File: config.mk
export PLATFORM = sky130hd
export DESIGN_NAME = ewh_edge_cell
export DESIGN_NICKNAME = d
export VERILOG_FILES = /design/src/ewh_pkg.sv /design/src/ewh_edge_cell.sv
export SDC_FILE = /design/constraint.sdc
export NUM_CORES = 1
export LEC_CHECK = 0
export BUFFER_PORTS_ARGS = -buffer_cell sky130_fd_sc_hd__clkbuf_2
export CORE_MARGIN = 1
export CORE_UTILIZATION = 48
export DETAILED_ROUTE_END_ITERATION = 8
export HOLD_SLACK_MARGIN = 0.02
export MAX_ROUTING_LAYER = met4
export PLACE_DENSITY = 0.87
export SLEW_MARGIN = 5
export SYNTH_ARGS = -nofsm -noshare
export SYNTH_HDL_FRONTEND = slang
export SYNTH_SLANG_ARGS = --single-unit
File: constraint.sdc
create_clock -name clock -period 3.99 [get_ports clock]
set_input_delay 0.399 -clock clock [delete_from_list [all_inputs] [get_ports clock]]
set_output_delay 0.399 -clock clock [all_outputs]
set_load 0.05 [all_outputs]
File: src/ewh_pkg.sv
`timescale 1ns / 1ps

package ewh_pkg;

   localparam int MAX_BINS_DEF = 1024;
   localparam int COUNT_W_DEF  = 32;
   localparam int VAL_W        = 64;
   localparam int BIN_W        = 11;
   localparam int TOTAL_W      = 32;
   localparam int CSR_IDX_W    = 3;
   localparam logic [VAL_W-1:0] SIGN_BIT = {1'b1, {(VAL_W-1){1'b0}}};
   localparam logic [VAL_W-1:0] ALL_ONES = {VAL_W{1'b1}};

   typedef enum logic [CSR_IDX_W-1:0] {
      CSR_LOW  = 3'd0,
      CSR_HIGH = 3'd1,
      CSR_BINS = 3'd2,
      CSR_SIGN = 3'd3
   } csr_idx_type;

   typedef enum logic [2:0] {
      ST_PREP,
      ST_DIV,
      ST_FILL,
      ST_IDLE,
      ST_SCAN,
      ST_RD,
      ST_UPD
   } state_type;

   typedef enum logic [1:0] {
      KIND_ADD,
      KIND_READ,
      KIND_NULL
   } kind_type;

   typedef struct packed {
      logic             func;
      logic [VAL_W-1:0] value;
      logic             is_null;
      logic [BIN_W-1:0] read_bin;
   } req_type;

   typedef struct packed {
      logic [BIN_W-1:0]   bin_index;
      logic [TOTAL_W-1:0] bin_total;
      logic [TOTAL_W-1:0] null_total;
      logic [VAL_W-1:0]   seen_min;
      logic [VAL_W-1:0]   seen_max;
   } rsp_type;

   // One edge as held in a cell: ordering key and valid flag.
   typedef struct packed {
      logic             vld;
      logic [VAL_W-1:0] key;
   } edge_type;

endpackage

File: src/ewh_edge_cell.sv
`timescale 1ns / 1ps

module ewh_edge_cell (
   input  logic                      clock,
   input  logic                      reset,
   input  logic                      shift_en,
   input  ewh_pkg::edge_type         edge_in,
   output ewh_pkg::edge_type         edge_out,
   input  logic [ewh_pkg::VAL_W-1:0] key_in,
   input  logic                      tok_in,
   output logic                      tok_out,
   output logic                      stop_out
);

   ewh_pkg::edge_type edge_ff;
   logic              tok_ff;
   logic              hit;

   assign hit      = edge_ff.vld && (edge_ff.key <= key_in);
   assign tok_out  = tok_ff && hit;
   assign stop_out = tok_ff && !hit;
   assign edge_out = edge_ff;

   always_ff @(posedge clock) begin
      if (reset) begin
         tok_ff      <= 1'b0;
         edge_ff.vld <= 1'b0;
      end else begin
         tok_ff <= tok_in;
         if (shift_en) begin
            edge_ff.vld <= edge_in.vld;
         end
      end
      if (shift_en) begin
         edge_ff.key <= edge_in.key;
      end
   end

endmodule
==> flow_summary.json <==
{
  "status": "finished clean",
  "synthCells": 304,
  "critPathLaunch": "edge_out[62]",
  "syn_avg_cell_area_um2": 12.0,
  "rsz0062_at_grt": "no",
  "cts_buffers": 9,
  "grt_overflow_total": 0,
  "yosysUniqueCellTypes": 32,
  "place_congestion": 0.852,
  "crit_path_end_kind": "output pin",
  "cp-start-kind": "flip-flop",
  "setup_tns_ns": 0,
  "ctsHoldBuffers": 0,
  "die-area_um2": 7940,
  "cts_tree": "done",
  "htreeDepth": 3,
  "grt_pass1_vias": 3104,
  "num_rows": 31,
  "slew_headroom_pct": 20.1,
  "die_height_um": 89.1,
  "synth_fp_nets": 501,
  "drc": 0,
  "dr.pass1.iters": 4,
  "cts_setup_buffers": 0,
  "fmax_ghz": 0.326,
  "wl_per_cell_um": 14.1,
  "worst_pin_slew_ns": 1.20,
  "start_util_pct": 49.9,
  "antenna_found_initial": 0,
  "ant_nets": 0,
  "power_density_nw_per_um2": 380,
  "fin_crit_ns": 3.07,
  "power_leakage_nw": 2.60,
  "clock-sinks": 66,
  "crit_required_ns": 3.59,
  "worst-setup-path-type": "flip-flop to output pin",
  "worstReg2RegStart": "edge_out[64]",
  "grtUsageTotal_pct": 22.5,
  "grt_first_pass_wirelength_um": 13000,
  "mostFrequentLayoutCells": "clkbuf_2, inv_1, ha_1, edfxtp_1, a21oi_1",
  "netlist_area_um2": 3640,
  "yosysWarnings": 0,
  "drt-initial-drc-count": 66,
  "cts-root-buf": "clkbuf_8",
  "avgViaCountPerCell": 5.02,
  "place_hpwl_um": 7250,
  "setup_violations": 0,
  "power.total_w": 0.00188,
  "ir_drop_v": 0.000253,
  "min_period_over_period_pct": 76.9,
  "crit_fanout": 4,
  "io_pins": 200,
  "min_path_type": "primary input to flip-flop",
  "drive_gt1_share_pct": 41.9,
  "min_from": "edge_in[38]",
  "cap_violations": 0,
  "yosys_register_bits": 66,
  "syn_to_final_growth_pct": 35.9,
  "n_antenna_cell": 0,
  "dr_total_vias": 3105,
  "yosysSeqAreaShare_pct": 53.9,
  "io_buffer_count": 199,
  "fp.coreArea_um2": 7290,
  "finalHoldViolations": 0,
  "final_common_cell": "clkbuf_2",
  "cts.reportedPaths.clkPinSlew_ns": 0.08,
  "cp_data_arrival_time_ns": 2.67,
  "die_x_um": 89.1,
  "clock_skew_ns": 0,
  "post_cts_resized": 0,
  "ctsLongestPathBuffers": 2,
  "clk-insertion-delay-late_ns": 0.32,
  "report.final.slew_viol_count": 0,
  "wl_um": 8720,
  "finish.net_count": 712,
  "grt_max_degree": 47
}
cells in the mapped netlist:
cell type	number	area, um^2
a211oi_1	2	15.0
a21boi_0	1	7.51
a21o_1	3	22.5
a21oi_1	27	135
a221o_1	2	20.0
a221o_2	1	11.3
a221oi_1	1	8.76
and3_1	1	6.26
dfxtp_1	2	40.0
edfxtp_1	64	1920
ha_1	64	801
inv_1	64	240
mux2i_1	1	10.0
nand2_1	14	52.6
nand2_2	1	6.26
nand2b_1	1	6.26
nand3_1	8	40.0
nand4_1	14	87.6
nand4_2	1	12.5
nor2_1	6	22.5
nor2_4	1	11.3
nor2b_1	2	12.5
nor3_1	4	20.0
nor4_1	2	12.5
o211a_1	1	10.0
o211ai_1	2	15.0
o21a_1	1	7.51
o21ai_0	7	35.0
o21ai_1	2	10.0
o21ba_1	1	10.0
o2bb2ai_1	1	8.76
or4_4	2	22.5
report_power, final:
| part | internal [W] | switching [W] |
|---|---|---|
| clock | 0.000288 | 0.000242 |
| combinational | 0.000158 | 0.000334 |
| sequential | 0.000823 | 0.0000343 |
| total | 0.00127 | 0.000610 |
through the flow:
step	instances	worst slack [ns]	instance area [um^2]	hold WS (ns)	utilization [%]
finish	619	0.922	4950	0.237	67.9
global route	619	0.759	4950	0.210	67.9
CTS	619	0.925	4950	0.224	67.9
detailed placement	603	1.20	4770	0.578	65.4
global placement	603	1.23	4770	0.539	65.4
floorplan	304	0.878	3640	0.471	-
cell type report:
class / count / area, um^2
tap: 99 / 124
sequential: 66 / 1960
fill: 565 / 2340
inverter: 64 / 240
clock inverter: 3 / 40.0
multi-input combinational: 174 / 1440
clock buffer: 13 / 139
timing repair buffer: 200 / 1000
sequential cells by signal (all words and copies together), names as in the netlist:
| register | cells |
|---|---|
| edge_out | 65 |
| tok_ff | 1 |
worst max-delay path: stages (launching register included):
cell	delay [ns]
edfxtp_1	0.42
ha_1	0.35
nand4_2	0.15
or4_4	0.60
nor2_4	0.14
nand2_2	0.08
o21ai_1	0.16
o21ba_1	0.15
clkbuf_2	0.28
worst paths after layout:
kind                  end  slack (ns)  cells past startpoint
max              stop_out        0.92                      8
min          edge_out[38]        0.24                      1
max reg2reg  edge_out[64]        3.29                      2
min reg2reg  edge_out[64]        0.60                      2
metal layers:
layer,GRT usage (%),share of wire [%],vias up,wire length (um)
li1,-,-,1527,-
met4,7.79,2.1,0,180
met5,-,0,-,0
met3,6.83,8.5,20,741
met1,22.7,39,1414,3370
met2,41.2,51,144,4430
cells by family (layout without fill, tap and decap cells):
| family | after synthesis | after routing | share of synthesized area (%) |
|---|---|---|---|
| buffers and inverters | 64 | 280 | 6.60 |
| AOI/OAI and AO/OA | 52 | 52 | 8.69 |
| adders and majority gates | 64 | 64 | 22.0 |
| DFF | 66 | 66 | 53.9 |
| muxes | 1 | 1 | 0.275 |
| and+or+nand+nor | 57 | 57 | 8.59 |
No activity file was read; power rests on OpenSTA's default activity.
