**src/ewh_pkg.sv**
```systemverilog
`timescale 1ns / 1ps

package ewh_pkg;

   localparam int MAX_BINS_DEF = 1024;
   localparam int COUNT_W_DEF  = 32;
   localparam int VAL_W        = 64;
   localparam int BIN_W        = 11;
   localparam int TOTAL_W      = 32;
   localparam int CSR_IDX_W    = 3;
   localparam logic [VAL_W-1:0] SIGN_BIT = {1'b1, {(VAL_W-1){1'b0}}};
   localparam logic [VAL_W-1:0] ALL_ONES = {VAL_W{1'b1}};

   typedef enum logic [CSR_IDX_W-1:0] {
      CSR_LOW  = 3'd0,
      CSR_HIGH = 3'd1,
      CSR_BINS = 3'd2,
      CSR_SIGN = 3'd3
   } csr_idx_type;

   typedef enum logic [2:0] {
      ST_PREP,
      ST_DIV,
      ST_FILL,
      ST_IDLE,
      ST_SCAN,
      ST_RD,
      ST_UPD
   } state_type;

   typedef enum logic [1:0] {
      KIND_ADD,
      KIND_READ,
      KIND_NULL
   } kind_type;

   typedef struct packed {
      logic             func;
      logic [VAL_W-1:0] value;
      logic             is_null;
      logic [BIN_W-1:0] read_bin;
   } req_type;

   typedef struct packed {
      logic [BIN_W-1:0]   bin_index;
      logic [TOTAL_W-1:0] bin_total;
      logic [TOTAL_W-1:0] null_total;
      logic [VAL_W-1:0]   seen_min;
      logic [VAL_W-1:0]   seen_max;
   } rsp_type;

   // One edge as held in a cell: ordering key and valid flag.
   typedef struct packed {
      logic             vld;
      logic [VAL_W-1:0] key;
   } edge_type;

endpackage

```
**src/ewh_div.sv**
```systemverilog
`timescale 1ns / 1ps

module ewh_div #(
   parameter int DIV_W = 11
) (
   input  logic                     clock,
   input  logic                     reset,
   input  logic                     start,
   input  logic [ewh_pkg::VAL_W-1:0] dividend,
   input  logic [DIV_W-1:0]         divisor,
   output logic                     done,
   output logic [ewh_pkg::VAL_W-1:0] quotient
);

   localparam int CNT_W = $clog2(ewh_pkg::VAL_W + 1);

   logic [ewh_pkg::VAL_W-1:0] a_ff, a_in;
   logic [DIV_W-1:0]          rem_ff, rem_in, d_ff;
   logic [CNT_W-1:0]          cnt_ff, cnt_in;
   logic                      busy_ff, busy_in, done_ff, done_in;
   logic [DIV_W:0]            rem2;
   logic                      ge;

   // One quotient bit per cycle, restoring.
   always_comb begin
      rem2    = {rem_ff, a_ff[ewh_pkg::VAL_W-1]};
      ge      = rem2 >= {1'b0, d_ff};
      a_in    = a_ff;
      rem_in  = rem_ff;
      cnt_in  = cnt_ff;
      busy_in = busy_ff;
      done_in = 1'b0;
      if (start) begin
         a_in    = dividend;
         rem_in  = '0;
         cnt_in  = '0;
         busy_in = 1'b1;
      end else if (busy_ff) begin
         a_in   = {a_ff[ewh_pkg::VAL_W-2:0], ge};
         rem_in = ge ? DIV_W'(rem2 - {1'b0, d_ff}) : DIV_W'(rem2);
         cnt_in = cnt_ff + 1'b1;
         if (cnt_ff == CNT_W'(ewh_pkg::VAL_W - 1)) begin
            busy_in = 1'b0;
            done_in = 1'b1;
         end
      end
   end

   always_ff @(posedge clock) begin
      if (reset) begin
         busy_ff <= 1'b0;
         done_ff <= 1'b0;
      end else begin
         busy_ff <= busy_in;
         done_ff <= done_in;
      end
      a_ff   <= a_in;
      rem_ff <= rem_in;
      cnt_ff <= cnt_in;
      if (start) begin
         d_ff <= divisor;
      end
   end

   assign done     = done_ff;
   assign quotient = a_ff;

endmodule

```
**config.mk**
```make
export PLATFORM = sky130hd
export DESIGN_NAME = ewh_div
export DESIGN_NICKNAME = d
export VERILOG_FILES = /design/src/ewh_pkg.sv /design/src/ewh_div.sv
export SDC_FILE = /design/constraint.sdc
export NUM_CORES = 1
export LEC_CHECK = 0
export BUFFER_PORTS_ARGS = -buffer_cell sky130_fd_sc_hd__clkbuf_2
export CAP_MARGIN = 25
export CORE_ASPECT_RATIO = 1.25
export CORE_MARGIN = 8
export CORE_UTILIZATION = 51
export DETAILED_ROUTE_END_ITERATION = 12
export GPL_TIMING_DRIVEN = 0
export PLACE_DENSITY_LB_ADDON = 0.15
export SLEW_MARGIN = 20
export SYNTH_ARGS = -nofsm -noshare
export SYNTH_HDL_FRONTEND = slang
export SYNTH_SLANG_ARGS = --single-unit
```
**constraint.sdc**
```tcl
create_clock -name clock -period 2.9 [get_ports clock]
set_clock_uncertainty 0.1 [all_clocks]
set_input_delay 0.145 -clock clock [delete_from_list [all_inputs] [get_ports clock]]
set_output_delay 0.145 -clock clock [all_outputs]
set_load 0.03 [all_outputs]
```
==> run summary <==
Outcome - finished clean
HPWL after DPL - 7760 um
Num ports - 143
R2R setup slack - 0.24 ns
Synthesized area per cell - 13.9 um2
Clk Latency, worst-skew pair - 0.38 ns
Initial Util - 52.2%
Setup violations, final - 0
Worst Hold Class - in -> reg
Post-synth EDFFs - 75
Flops & latches, synth - 95
Combinational share of power - 26.1%
Row count - 38
Static leakage - 2.64 nW
Die width - 99.9 um
Vias post-DR - 3487
Seq pwr share - 49.0%
Port-buffer cells - 142
Area delta synth->final - 41.1%
Fmax - 0.376 GHz
CTS tree - built
Layout cells sized above 1 - 41.9%
Crit-path max FO - 10
VDD IR max - 0.430 mV
Worst-path clk slew - 0.09 ns
Clock sink count - 95
Top cells by area, synth - edfxtp_1 50%, mux2_2 16%, dfxtp_1 8.9%
DRT Wirelength - 11900 um
Most frequent cells in the layout - 142 x clkbuf_2, 76 x dlygate4sd3_1, 75 x edfxtp_1
Data arrival, critical path - 2.85 ns
Placed Cells incl. Taps - 586
Core Area - 8610 um2
First-pass GRT wire length - 19200 um
Initial antenna violation count - 4
RSZ-0062 raised after global routing - no
Sw Share - 31.0%
Fill cells - 591
Clock Power Share - 24.9%
Vias/cell - 5.11
Unique masters post-synth - 46
Xor/xnor share of the synthesized area - 1.76%
Cell count after synthesis - 323
Residual DRC - 0
Placed cell area - 5370 um2
Share of flip-flops with an asynchronous set or reset - 0%
Post-Synth Adder-Cell Area - 3.79%
Hold-fix buffers, CTS - 76
Final period utilization - 91.8%
Final instance area - 6330 um2
P per Cell Area - 549 nW/um2
Number of global-route vias before repair - 3851
Seq/Total Area, Yosys - 59.1%
CP Class - reg -> reg
Post-synthesis mux area share - 18.0%
Antenna-violating nets left - 0
GRT Util Overall - 20.6%
CTS H-Tree Depth - 3
Syn_nets - 414
Most common cell after layout, fill and taps aside - clkbuf_2
CTS root buffer - clkbuf_8
CTS Buffer Depth - 2
DRT iter0 DRCs - 259
Worst slack, placed - -0.00228 ns
Fin util - 73.6%
Min Hold Slack - 0.121 ns
GP Congestion - 0.794
Fin. max-slew vios - 0
Yosys top cell by area - edfxtp_1
Sw Pwr - 1.08 mW
Worst Path Required - 3.09 ns
Post-synthesis cell area - 4490 um2
Final Non-Filler Cells - 682
Total chip power - 3.48 mW
Synth top area share - 50.2%
Slew @ Worst Pin - 0.569 ns
Simple-gate share of the synthesized area - 8.06%
Startpoint types - flop
Worst setup EP type - flop
Primary FF master, synth - edfxtp_1
Die Height - 121 um
Max-slew headroom - 62.1%
Wirelength per Cell - 17.4 um
Cts repair resizes - 0
PnR worst setup slack - 0.239 ns
Yosys warnings - 0
Setup Fix Bufs, Post-CTS - 0
Largest net degree at the start of global routing - 38
Synth Area in Compound Gates - 6.64%
Total CTS buffers - 9
TritonRoute pass-1 iters - 4
Final hold violations - 0
Min Tclk post-route - 2.66 ns
Max-cap violations - 0
Gr ovfl total - 0
Nets - 644
Setup TNS - 0 ns
Die ar. - 12100 um2
Internal power - 2.40 mW
Largest family of logic cells by synthesized area - multiplexers
logic make-up (layout without fill, tap and decap cells):
kind of cell / after synthesis / after routing
muxes: 72 / 72
adders and majority gates: 13 / 13
buffers and inverters: 30 / 265
xor gates and xnor gates: 9 / 9
AOI/OAI and AO/OA: 43 / 43
other: 0 / 4
and+or+nand+nor: 61 / 61
DFF: 95 / 95
layout make-up:
cell class	count	area [um2]	area share [%]
sequential	95	2650	41.9
multi-input combinational	198	1720	27.1
timing repair buffer	219	1490	23.5
clock buffer	12	166	2.63
tap	120	150	2.37
buffer	16	68.8	1.09
inverter	14	52.6	0.830
clock inverter	4	26.3	0.415
antenna	4	10.0	0.158
routing by layer:
| layer | vias to the layer above | wire length (um) | GRT usage [%] |
|---|---|---|---|
| met1 | 1677 | 4360 | 20.3 |
| li1 | 1679 | - | - |
| met5 | - | 0 | 0 |
| met3 | 22 | 761 | 7.41 |
| met4 | 0 | 275 | 9.58 |
| met2 | 109 | 6500 | 37.6 |
power by group through the flow:
| stage | logic [mW] | clock network, mW | registers [mW] |
|---|---|---|---|
| floorplan | 0.386 | 0 | 1.91 |
| global placement | 0.793 | 0 | 1.73 |
| detailed placement | 0.818 | 0 | 1.73 |
| CTS | 0.905 | 0.882 | 1.70 |
| global route | 0.978 | 0.925 | 1.72 |
| finish | 0.909 | 0.865 | 1.70 |
sequential cells by signal, indices dropped and copies added, names as in the netlist:
signal and count:
quotient 64, busy_ff 1, done 1, rem_ff 11, d_ff 11, cnt_ff 7
worst paths after layout:
path / depth (start not counted) / startpoint / endpoint
hold reg to reg: 2 / cnt_ff[5] / cnt_ff[5]
setup reg to reg: 10 / quotient[63] / rem_ff[10]
hold / removal: 1 / start / d_ff[4]
setup / recovery: 10 / quotient[63] / rem_ff[10]
synthesized netlist by cell type (2+ instances only):
library cell / instances
nand2b_1: 4
o22ai_1: 2
a211oi_1: 7
buf_1: 6
nor4b_1: 2
nand3_1: 2
o31a_1: 2
edfxtp_1: 75
a311oi_1: 2
o21ai_1: 3
nor4_4: 2
nor2_1: 21
nor4_1: 2
o21ai_0: 7
dfxtp_1: 20
a21oi_1: 10
xor2_1: 3
o21a_1: 2
o211ai_1: 2
xnor2_1: 6
inv_1: 14
mux2_2: 64
clkbuf_1: 8
nor3_1: 2
ha_1: 12
or3_1: 4
mux2i_1: 7
nor2b_1: 2
nand2_1: 9
nand4_1: 4
o21ai_4: 2
critical path, stage by stage, from the launching register on:
cell	delay, ns
edfxtp_1	0.38
inv_1	0.07
ha_1	0.23
fa_1	0.41
nor2b_1	0.19
o31a_1	0.25
o21ai_4	0.13
o21ai_4	0.23
buf_6	0.20
o21ai_1	0.11
a311oi_1	0.27
(Power assumes the default switching activity.)
